File: src/rtl/swm_pkg.sv
// shared types and constants of the sliding window minimum core
package swm_pkg;

    localparam int SAMPLE_W = 32;
    localparam int CFG_W    = 7;

    localparam logic REG_WINDOW_SIZE = 1'b0;

    typedef logic signed [SAMPLE_W-1:0] sample_t;

    typedef struct packed {
        logic load;
        logic seeded;
    } cell_ctl_t;

endpackage

File: src/rtl/swm_cell.sv
// one cell of the running-minimum row, ordered by sample age
module swm_cell (
    input  logic               aclk,
    input  swm_pkg::cell_ctl_t ctl,
    input  logic               in_window,
    input  swm_pkg::sample_t   sample,
    input  swm_pkg::sample_t   prev_min,
    input  swm_pkg::sample_t   front_min,
    output swm_pkg::sample_t   run_min
);

    swm_pkg::sample_t run_min_reg;
    swm_pkg::sample_t run_min_next;

    always_comb begin
        run_min_next = run_min_reg;
        if (ctl.load) begin
            if (!in_window) begin
                run_min_next = front_min;
            end else if (ctl.seeded && (prev_min < sample)) begin
                run_min_next = prev_min;
            end else begin
                run_min_next = sample;
            end
        end
    end

    always_ff @(posedge aclk) begin
        run_min_reg <= run_min_next;
    end

    assign run_min = run_min_reg;

endmodule

File: config.mk
export PLATFORM = sky130hd
export DESIGN_NAME = swm_cell
export DESIGN_NICKNAME = d
export VERILOG_FILES = /design/src/rtl/swm_pkg.sv /design/src/rtl/swm_cell.sv
export SDC_FILE = /design/constraint.sdc
export NUM_CORES = 1
export LEC_CHECK = 0
export BUFFER_PORTS_ARGS = -buffer_cell sky130_fd_sc_hd__clkbuf_2
export CORE_ASPECT_RATIO = 0.7
export CORE_MARGIN = 2
export CORE_UTILIZATION = 48
export DETAILED_ROUTE_END_ITERATION = 10
export HOLD_SLACK_MARGIN = 0.08
export PLACE_DENSITY = 0.86
export SLEW_MARGIN = 10
export SYNTH_ARGS = -nofsm -noshare
export SYNTH_HDL_FRONTEND = slang
export SYNTH_SLANG_ARGS = --single-unit
File: constraint.sdc
create_clock -name aclk -period 6.8 [get_ports aclk]
set_clock_uncertainty 0.05 [all_clocks]
set_input_delay 0.34 -clock aclk [delete_from_list [all_inputs] [get_ports aclk]]
set_output_delay 0.34 -clock aclk [all_outputs]
set_load 0.05 [all_outputs]
; After elaboration in Yosys (flattened, before gate mapping)
; Index checks and enable logic that the tools add are counted.
; Widths: inputs -> output; s select.
[classes]
n_mux = 2
magnitude_cmp = 1
reduce_logical = 1
[op_table]
columns = operator, n
row1 = $mux 32, 2
row2 = $lt 32x32->1, 1
row3 = $logic_and 1x1->1, 1
[word_totals]
reg_bits = 32
output_inout_bits = 32
wordCells = 5
input_bits = 100

; Longest topological paths before layout
; Gate-level depths: netlist of the first run.
[logic_depth]
ltp_word = 4
ltp_mapped = 11

; Least setup slack after synthesis of the first run
; OpenSTA, ideal clock, no wires.
[synth_path]
path_type = input -> register
start = input sample[30]
end = register run_min_reg[10] (netlist: run_min[10]) (data pin)
cell_stages = 11
required_ns = 6.489
slack_ns = 4.035
arrival_ns = 2.455
n_path_buf = 2
cell_sequence = inv_1 ha_1 a21oi_1 nand2_1 a221o_1 a211o_1 nor4b_1 nor2b_1 buf_6 buf_8 a221o_1
[synth_via]
elab_chain_len = 4
[synth_rtl]
columns = item, line
row1 = "start, declared", swm_cell.sv:6  ; input swm_pkg::sample_t sample,
row2 = $lt 32x32->1, swm_cell.sv:20  ; end else if (ctl.seeded && (prev_min < sample)) begin
row3 = $logic_and 1x1->1, swm_cell.sv:20
row4 = $mux 32, swm_cell.sv:20
row5 = $mux 32, swm_cell.sv:18  ; if (!in_window) begin
row6 = "end signal, assigned", swm_cell.sv:29  ; run_min_reg <= run_min_next;
row7 = "end, declared", swm_cell.sv:12  ; swm_pkg::sample_t run_min_reg;
; No other way between the ends.
; A chain may end at the register's enable or synchronous reset.

; Final worst setup path of the first run
[layout_path]
start = input sample[31]
end = register run_min_reg[15] (netlist: run_min[15]) (data pin)
; The elaborated chain is that of the path after synthesis.

==> summary.md, run 1 <==
| Metric | Value |
|---|---|
| RD Place Congestion | 0.7895 |
| DRC viols | 0 |
| Via count | 2,194 |
| Die ar. | 5543 µm² |
| FMAX | 298.2 MHz |
| Hold Vio Cnt, Final | 0 |
| Max FO, Critical Path | 32 |
| RSZ-0062 raised after global routing | false |
| Nets@finish | 480 |
| FFs w/ async S/R, synth | 0% |
| Register Area | 960.9 µm² |
| Crit. End Element | flop |
| Root Buffer | clkbuf_8 |
| Leak Pwr | 0.001607 µW |
| TritonCTS Buffers | 5 |
| Fillers | 420 |
| VDD IR max | 0.1446 mV |
| Synth area leader | edfxtp_1 |
| Main synth FF type | edfxtp_1 |
| Critical Path RT | 6.89 ns |
| Drt pass-1 iters | 4 |
| Share of the synthesized area in the top cell type | 40.40% |
| FF+latch count, synth | 32 |
| Post-synth EDFFs | 32 |
| Max clock buf depth | 2 |
| Max reg flops | 32 |
| Cell Area, Synth | 2379 µm² |
| Seq/Total Area, Yosys | 40.40% |
| Multi-input gate area | 1212 µm² |
| Max-cap violations | 0 |
| CTS clk-pin slew, worst paths | 0.06 ns |
| Clock Sinks | 32 |
| Syn-to-layout area delta | 32.40% |
| Die Width | 88.14 µm |
| Status | finished, final reports clean |
| Postcts setup bufs | 0 |
| Data arrival, critical path | 3.44 ns |
| Slew @ Worst Pin | 1.220 ns |
| Period Utilization, post-route | 49.31% |
| Crit path kind | in2reg |
| Pwr/cell area | 204.2 nW/µm² |
| Post-DRT Antenna Nets | 0 |
| Vias per cell | 5.236 |
| CTS tree | done |
| Die height | 62.90 µm |
| Min Tclk post-route | 3.353 ns |
| Worst min path class | in2reg |
| Antenna diodes | 0 |
| Pin count of the biggest net entering global routing | 35 |
| Syn_area_per_cell | 10.76 µm² |
| GRT overflow | 0 |
| Vias in the first global route | 2,140 |
| Synth Instances | 221 |
| Synth area leaders | edfxtp_1 40%, ha_1 16%, a221o_1 14%, nor2b_1 8.7%, inv_1 5.0% |
| Antenna violations before repair | 0 |
| WL final | 5818 µm |
| Initial core utilization | 49.74% |
| Avg WL per Cell | 13.89 µm |
| CTS H-tree depth | 2 |
| CP Launch Type | input pin |
| Post-synth top cells | 33 x a221o_1, 33 x nor2b_1, 32 x edfxtp_1, 32 x inv_1, 31 x ha_1 |
| Hold-fix buffers at CTS | 0 |
| Total track usage | 21.65% |
| Slew Viols, Final | 0 |
| Post-DP HPWL | 4617 µm |
| Post-synth cell types | 29 |
| I/O pin cnt | 132 |
| Core Region | 4782 µm² |
| Syn Nets | 352 |
| Setup ws final | 3.447 ns |
| Worst slew margin | 18.63% |
| I/O Buffers | 131 |
| Ys Warns | 0 |
| First-pass GRT wire length | 9425 µm |
| Pre-CTS setup slack | 3.178 ns |
| Core Rows | 21 |
| Setup-failing EPs final | 0 |
| Initial DRC Count | 110 |
| Setup_tns | 0 ns |
| Layout cells sized above 1 | 40.29% |
| CTS-repair resized insts | 0 |
through the flow:
step           hold slack [ns]  util [%]  std cells  total power (µW)  cell area [µm²]
3_5_place_dp            0.6125     63.63        411             472.1             3043
2_1_floorplan           0.4025         -        221             406.9             2379
6_report                0.3291     65.86        419             642.9             3149
3_3_place_gp            0.6038     63.63        411             467.3             3043
4_1_cts                 0.3207     65.86        419             648.6             3149
5_1_grt                 0.3229     65.86        419             677.4             3149
worst paths after layout:
kind | endpoint | slack, ns | cells past startpoint | start
hold / removal | run_min[12] | 0.33 | 2 | sample[12]
setup / recovery | run_min[15] | 3.45 | 10 | sample[31]
power breakdown:
part | switching, µW | internal (µW) | total, µW
combinational | 142 | 74.3 | 217
sequential | 5.85 | 244 | 250
clock | 69.3 | 107 | 176
per-layer routing:
| metal | routed length, µm | vias to the layer above | GRT usage (%) |
|---|---|---|---|
| li1 | - | 1095 | - |
| met1 | 2518 | 990 | 27.62 |
| met2 | 2705 | 105 | 37.22 |
| met3 | 574 | 4 | 6.209 |
| met4 | 20 | 0 | 3.220 |
| met5 | 0 | - | 0 |
worst max-delay path: stages:
cell	delay, ns
clkbuf_2	0.10
inv_1	0.04
ha_1	0.36
nand4_2	0.15
nor3_1	0.09
a221o_1	0.33
a211o_1	0.29
nor4b_1	0.41
and2_1	1.01
a221o_1	0.30
layout by cell type (no fill, tap or decap), types with 2 or more instances in the layout:
cell      count
nand3_1       5
nor2b_1      32
a21o_1        2
nand4_1       3
nor2_1        2
clkbuf_2    131
nand2_1       8
a221o_1      33
a21oi_1      12
clkbuf_8      5
edfxtp_1     32
nor3_1        2
ha_1         31
inv_1        32
clkinv_1      2
o21ai_0       3
kinds of logic after synthesis:
logic type | after synthesis | share of synthesized area (%)
and+or+nand+nor | 58 | 14.20
adders and majority gates | 31 | 16.31
AOI/OAI and AO/OA | 57 | 20.36
buffers and inverters | 43 | 8.732
DFF | 32 | 40.40
final cells by class:
| class | instances | area share (%) |
|---|---|---|
| repair buffers | 132 | 21.06 |
| multi-input cells | 146 | 38.50 |
| clock inverters | 3 | 1.192 |
| flip-flops and latches | 32 | 30.51 |
| inverters | 32 | 3.814 |
| clock buffers | 5 | 2.185 |
| well taps | 69 | 2.741 |
Power figures use the tool's default switching activity.
==> run 2, diff against run 1 <==
--- a/config.mk
+++ b/config.mk
@@ -8,10 +8,10 @@
 export BUFFER_PORTS_ARGS = -buffer_cell sky130_fd_sc_hd__clkbuf_2
 export CORE_ASPECT_RATIO = 0.7
 export CORE_MARGIN = 2
-export CORE_UTILIZATION = 48
+export CORE_UTILIZATION = 41
 export DETAILED_ROUTE_END_ITERATION = 10
 export HOLD_SLACK_MARGIN = 0.08
-export PLACE_DENSITY = 0.86
+export PLACE_DENSITY = 0.78
 export SLEW_MARGIN = 10
 export SYNTH_ARGS = -nofsm -noshare
 export SYNTH_HDL_FRONTEND = slang
==> constraint.sdc (replaced) <==
create_clock -name aclk -period 3 [get_ports aclk]
set_clock_uncertainty 0.05 [all_clocks]
set_input_delay 0.15 -clock aclk [delete_from_list [all_inputs] [get_ports aclk]]
set_output_delay 0.15 -clock aclk [all_outputs]
set_load 0.05 [all_outputs]
==> summary.md, run 2 (synthesis results as in run 1) <==
| Metric | Value |
|---|---|
| I/O pin cnt | 132 |
| Comb power frac | 36.2% |
| Max clock buf depth | 2 |
| Post-DP HPWL | 4975 µm |
| Layout cells sized above 1 | 40.68% |
| CTS-repair resized insts | 0 |
| Crit. End Element | flop |
| CTS clk-pin slew, worst paths | 0.07 ns |
| Max FO, Critical Path | 18 |
| CP Buf/Inv Count | 3 |
| Core Rows | 23 |
| Antenna diodes | 0 |
| Leak Pwr | 0.001614 µW |
| Min Tclk post-route | 2.650 ns |
| First-pass GRT wire length | 9335 µm |
| Fillers | 504 |
| GRT overflow | 0 |
| Avg WL per Cell | 14.44 µm |
| Hold-fix buffers at CTS | 0 |
| FMAX | 377.4 MHz |
| Vias per cell | 4.986 |
| Most common cell after layout, fill and taps aside | clkbuf_2 |
| Hold Path End | run_min[6] |
| I/O Buffers | 131 |
| Register Area | 960.9 µm² |
| WL final | 6194 µm |
| Clock share of power | 23.0% |
| Post-DRT Antenna Nets | 0 |
| Initial DRC Count | 69 |
| Initial core utilization | 41.96% |
| Sw Ratio | 35.95% |
| Post-layout util | 55.75% |
| Cell mode on critical path | a221o_1 |
| Pin count of the biggest net entering global routing | 33 |
| Met1 wire length | 2770 µm |
| Core Region | 5669 µm² |
| Die ar. | 6436 µm² |
| Min-delay src | sample[6] |
| CP Launch Type | input pin |
| RD Place Congestion | 0.7036 |
| Setup_tns | 0 ns |
| Total track usage | 19.03% |
| Critical Path RT | 2.97 ns |
| Crit path kind | in2reg |
| Multi-input gate area | 1212 µm² |
| Family with the most delay on the worst path | compound AO/OA/AOI/OAI gates |
| Worst slew margin | 41.37% |
| Die Width | 95.04 µm |
| CP max stage delay | 0.40 ns |
| Syn-to-layout area delta | 32.88% |
| Drt pass-1 iters | 4 |
| CTS tree | done |
| Clock Sinks | 32 |
| VDD IR max | 0.1361 mV |
| Postcts setup bufs | 0 |
| Nets@finish | 484 |
| Via count | 2,139 |
| Cells on Worst Hold Path | 2 |
| Top sig layer | met4 |
| Worst min path class | in2reg |
| Hold Vio Cnt, Final | 0 |
| Critical-path top delay cell | nor4b_1 |
| Vias in the first global route | 2,025 |
| CP Cell Sequence | clkbuf_2, inv_1, ha_1, nand4_2, nor3_1, a221o_1, a211o_1, nor4b_1, nor2b_2, buf_4, a221o_1 |
| CTS H-tree depth | 2 |
| Root Buffer | clkbuf_8 |
| Pint | 889.1 µW |
| RSZ-0062 raised after global routing | false |
| Antenna violations before repair | 0 |
| Most frequent cells in the layout | 131 x clkbuf_2, 33 x a221o_1, 32 x inv_1, 32 x nor2b_1, 32 x edfxtp_1 |
| Data arrival, critical path | 2.62 ns |
| Slew @ Worst Pin | 0.8795 ns |
| WL met3 | 494 µm |
| Max-cap violations | 0 |
| Die height | 67.73 µm |
| DRC viols | 0 |
| Period Utilization, post-route | 88.33% |
| Setup-failing EPs final | 0 |
| Slew Viols, Final | 0 |
| Switch Pwr | 499.1 µW |
| TritonCTS Buffers | 5 |
| Max reg flops | 32 |
| Status | finished, final reports clean |
| Met2 WL post-DR | 2896 µm |
| Seq pwr share | 40.8% |
| Pwr/cell area | 439.2 nW/µm² |
run 2: changes by cell type in the layout (fill, tap and decap cells not counted):
cell / before / now
buf_4: 1 / 5
bufinv_16: 1 / 0
clkbuf_1: 0 / 2
clkinv_1: 2 / 1
run 2: power by group through the flow:
| stage | logic, µW | clock network (µW) | registers, µW |
|---|---|---|---|
| after global placement | 494 | 0 | 575 |
| after global routing | 545 | 349 | 571 |
| after detailed placement | 504 | 0 | 577 |
| after floorplan | 173 | 0 | 750 |
| after CTS | 505 | 333 | 567 |
| final | 502 | 320 | 566 |
run 2: through the flow:
stage	instances	hold WS [ns]	power (µW)	cell area [µm²]	setup WS, ns
finish	429	0.1336	1388	3161	0.3501
detailed placement	421	0.4216	1080	3080	0.07565
global placement	421	0.4197	1069	3080	0.1688
CTS	429	0.1230	1405	3161	0.3668
global route	429	0.1319	1465	3161	0.1103
floorplan	221	0.2125	922.4	2379	0.4248
run 2: metal layers:
layer  vias to the layer above  global-route usage, %
met1                       958                  23.96
li1                       1102                      -
met2                        77                  32.71
met4                         0                  4.348
met5                         -                      0
met3                         2                  5.357
run 2: final cells by class:
cell class	count	share of cell area, %
multi-input combinational	146	38.36
sequential	32	30.40
timing repair buffer	136	21.93
inverter	32	3.800
tap	75	2.969
clock buffer	7	2.415
clock inverter	1	0.1188
run 2: worst max path at each step:
stage	from	to	slack (ns)	cells after the start
global route	sample[19]	run_min[0]	0.11	11
CTS	sample[19]	run_min[0]	0.37	11
detailed placement	sample[19]	run_min[0]	0.08	11
global placement	sample[19]	run_min[5]	0.17	11
floorplan	sample[30]	run_min[10]	0.42	11
finish	sample[31]	run_min[0]	0.35	11
==> run 3, diff against run 2 <==
--- a/config.mk
+++ b/config.mk
@@ -6,7 +6,7 @@
 export NUM_CORES = 1
 export LEC_CHECK = 0
 export BUFFER_PORTS_ARGS = -buffer_cell sky130_fd_sc_hd__clkbuf_2
-export CORE_ASPECT_RATIO = 0.7
+export CORE_ASPECT_RATIO = 1.75
 export CORE_MARGIN = 2
 export CORE_UTILIZATION = 41
 export DETAILED_ROUTE_END_ITERATION = 10
==> summary.md, run 3 (synthesis results as in run 1) <==
| Metric | Value |
|---|---|
| Post-DP HPWL | 5012 µm |
| Root Buffer | clkbuf_8 |
| Max-cap violations | 0 |
| Cells on Worst Hold Path | 2 |
| Layout cells sized above 1 | 40.63% |
| VDD IR max | 0.2460 mV |
| Clock share of power | 22.2% |
| CP max stage delay | 0.38 ns |
| Pin count of the biggest net entering global routing | 35 |
| Setup-failing EPs final | 0 |
| Hold Path End | run_min[0] |
| Switch Pwr | 494.0 µW |
| Status | finished, final reports clean |
| Nets@finish | 483 |
| Core Rows | 36 |
| I/O Buffers | 131 |
| Post-DRT Antenna Nets | 0 |
| Period Utilization, post-route | 86.67% |
| Hold-fix buffers at CTS | 0 |
| Antenna violations before repair | 0 |
| Fillers | 539 |
| Max reg flops | 32 |
| Most frequent cells in the layout | 131 x clkbuf_2, 33 x a221o_1, 32 x inv_1, 32 x nor2b_1, 32 x edfxtp_1 |
| First-pass GRT wire length | 9977 µm |
| Core Region | 5585 µm² |
| Critical Path RT | 2.97 ns |
| CTS-repair resized insts | 0 |
| Critical-path top delay cell | nor4b_1 |
| Die Width | 61.58 µm |
| Antenna diodes | 0 |
| Crit. End Element | flop |
| Comb power frac | 36.5% |
| WL final | 6235 µm |
| Avg WL per Cell | 14.57 µm |
| Min-delay src | prev_min[0] |
| Most common cell after layout, fill and taps aside | clkbuf_2 |
| Leak Pwr | 0.001612 µW |
| Via count | 2,209 |
| Max FO, Critical Path | 17 |
| Cell area after layout | 3163 µm² |
| Max clock buf depth | 2 |
| Vias in the first global route | 2,283 |
| Register Area | 960.9 µm² |
| Postcts setup bufs | 0 |
| Slew @ Worst Pin | 0.8526 ns |
| Total track usage | 20.55% |
| DRC viols | 0 |
| Drt pass-1 iters | 4 |
| CTS clk-pin slew, worst paths | 0.06 ns |
| I/O pin cnt | 132 |
| Die height | 104.8 µm |
| RSZ-0062 raised after global routing | false |
| Pint | 882.2 µW |
| CP Cell Sequence | clkbuf_2, inv_1, ha_1, nand4_2, nor3_1, a221o_1, a211o_1, nor4b_1, nor2b_2, buf_4, a221o_1 |
| RD Place Congestion | 0.8092 |
| CTS tree | done |
| GRT overflow | 0 |
| CTS H-tree depth | 2 |
| Data arrival, critical path | 2.57 ns |
| Seq pwr share | 41.2% |
| Clock Sinks | 32 |
| Die ar. | 6451 µm² |
| Area after DPL | 3087 µm² |
| Min Tclk post-route | 2.600 ns |
| Sw Ratio | 35.90% |
| Worst min path class | in2reg |
| Multi-input gate area | 1212 µm² |
| FMAX | 384.6 MHz |
| Pwr/cell area | 435.1 nW/µm² |
| Syn-to-layout area delta | 32.98% |
| Cell mode on critical path | a221o_1 |
| Initial core utilization | 42.59% |
| Crit path kind | in2reg |
| TritonCTS Buffers | 5 |
| Setup_tns | 0 ns |
| Initial DRC Count | 87 |
| Vias per cell | 5.161 |
| Slew Viols, Final | 0 |
| CP Launch Type | input pin |
| Hold Vio Cnt, Final | 0 |
| Worst slew margin | 43.16% |
-- run 3: cell types whose count changed in the layout (fill, tap and decap cells not counted), sizes merged --
cell    before  now
buf          5    4
clkbuf     138  136
clkinv       1    2
-- run 3: stage by stage --
stage | power, µW | std cells | setup slack (ns) | util (%) | hold slack (ns)
after floorplan | 922.4 | 221 | 0.4248 | - | 0.2125
after global placement | 1070 | 421 | 0.2006 | 55.26 | 0.4126
after detailed placement | 1083 | 421 | 0.1012 | 55.26 | 0.4194
after CTS | 1385 | 428 | 0.4018 | 56.63 | 0.1302
after global routing | 1456 | 428 | 0.2748 | 56.63 | 0.1294
final | 1376 | 428 | 0.3999 | 56.63 | 0.1347
-- run 3: how the worst max path moves through the flow --
stage                          start          end  slack, ns  depth (start not counted)
after floorplan           sample[30]  run_min[10]       0.42                         11
after global placement    sample[31]   run_min[3]       0.20                         11
after detailed placement  sample[31]   run_min[9]       0.10                         11
after CTS                 sample[31]  run_min[13]       0.40                         11
after global routing      sample[31]   run_min[9]       0.27                         11
final                     sample[31]  run_min[13]       0.40                         11
-- run 3: metal layers --
metal / routed length, µm / GRT usage, % / share of wire, % / up-vias
met5: 0 / 0 / 0 / -
met4: 111 / 6.535 / 1.8 / 0
met3: 358 / 3.342 / 5.7 / 8
met2: 3522 / 38.42 / 56 / 84
met1: 2244 / 21.72 / 36 / 1018
li1: - / - / - / 1099
-- run 3: power groups by stage --
stage,Combinational [µW],Clock (µW),Sequential [µW]
2_1_floorplan,173,0,750
3_3_place_gp,494,0,576
3_5_place_dp,505,0,578
4_1_cts,507,310,569
5_1_grt,547,335,573
6_report,503,306,567
-- run 3: area by class of cell --
| type | count | area share (%) |
|---|---|---|
| clock buffer | 5 | 2.176 |
| clock inverter | 2 | 0.2373 |
| inverter | 32 | 3.797 |
| multi-input combinational | 146 | 38.33 |
| sequential | 32 | 30.38 |
| tap | 76 | 3.006 |
| timing repair buffer | 135 | 22.07 |
-- run 3: critical path: cells and delay by family --
kind            cells  cell delay, ns
compound gates      3            1.00
fa+ha+maj           1            0.36
buf+inv             3            0.35
simple gates        4            0.70
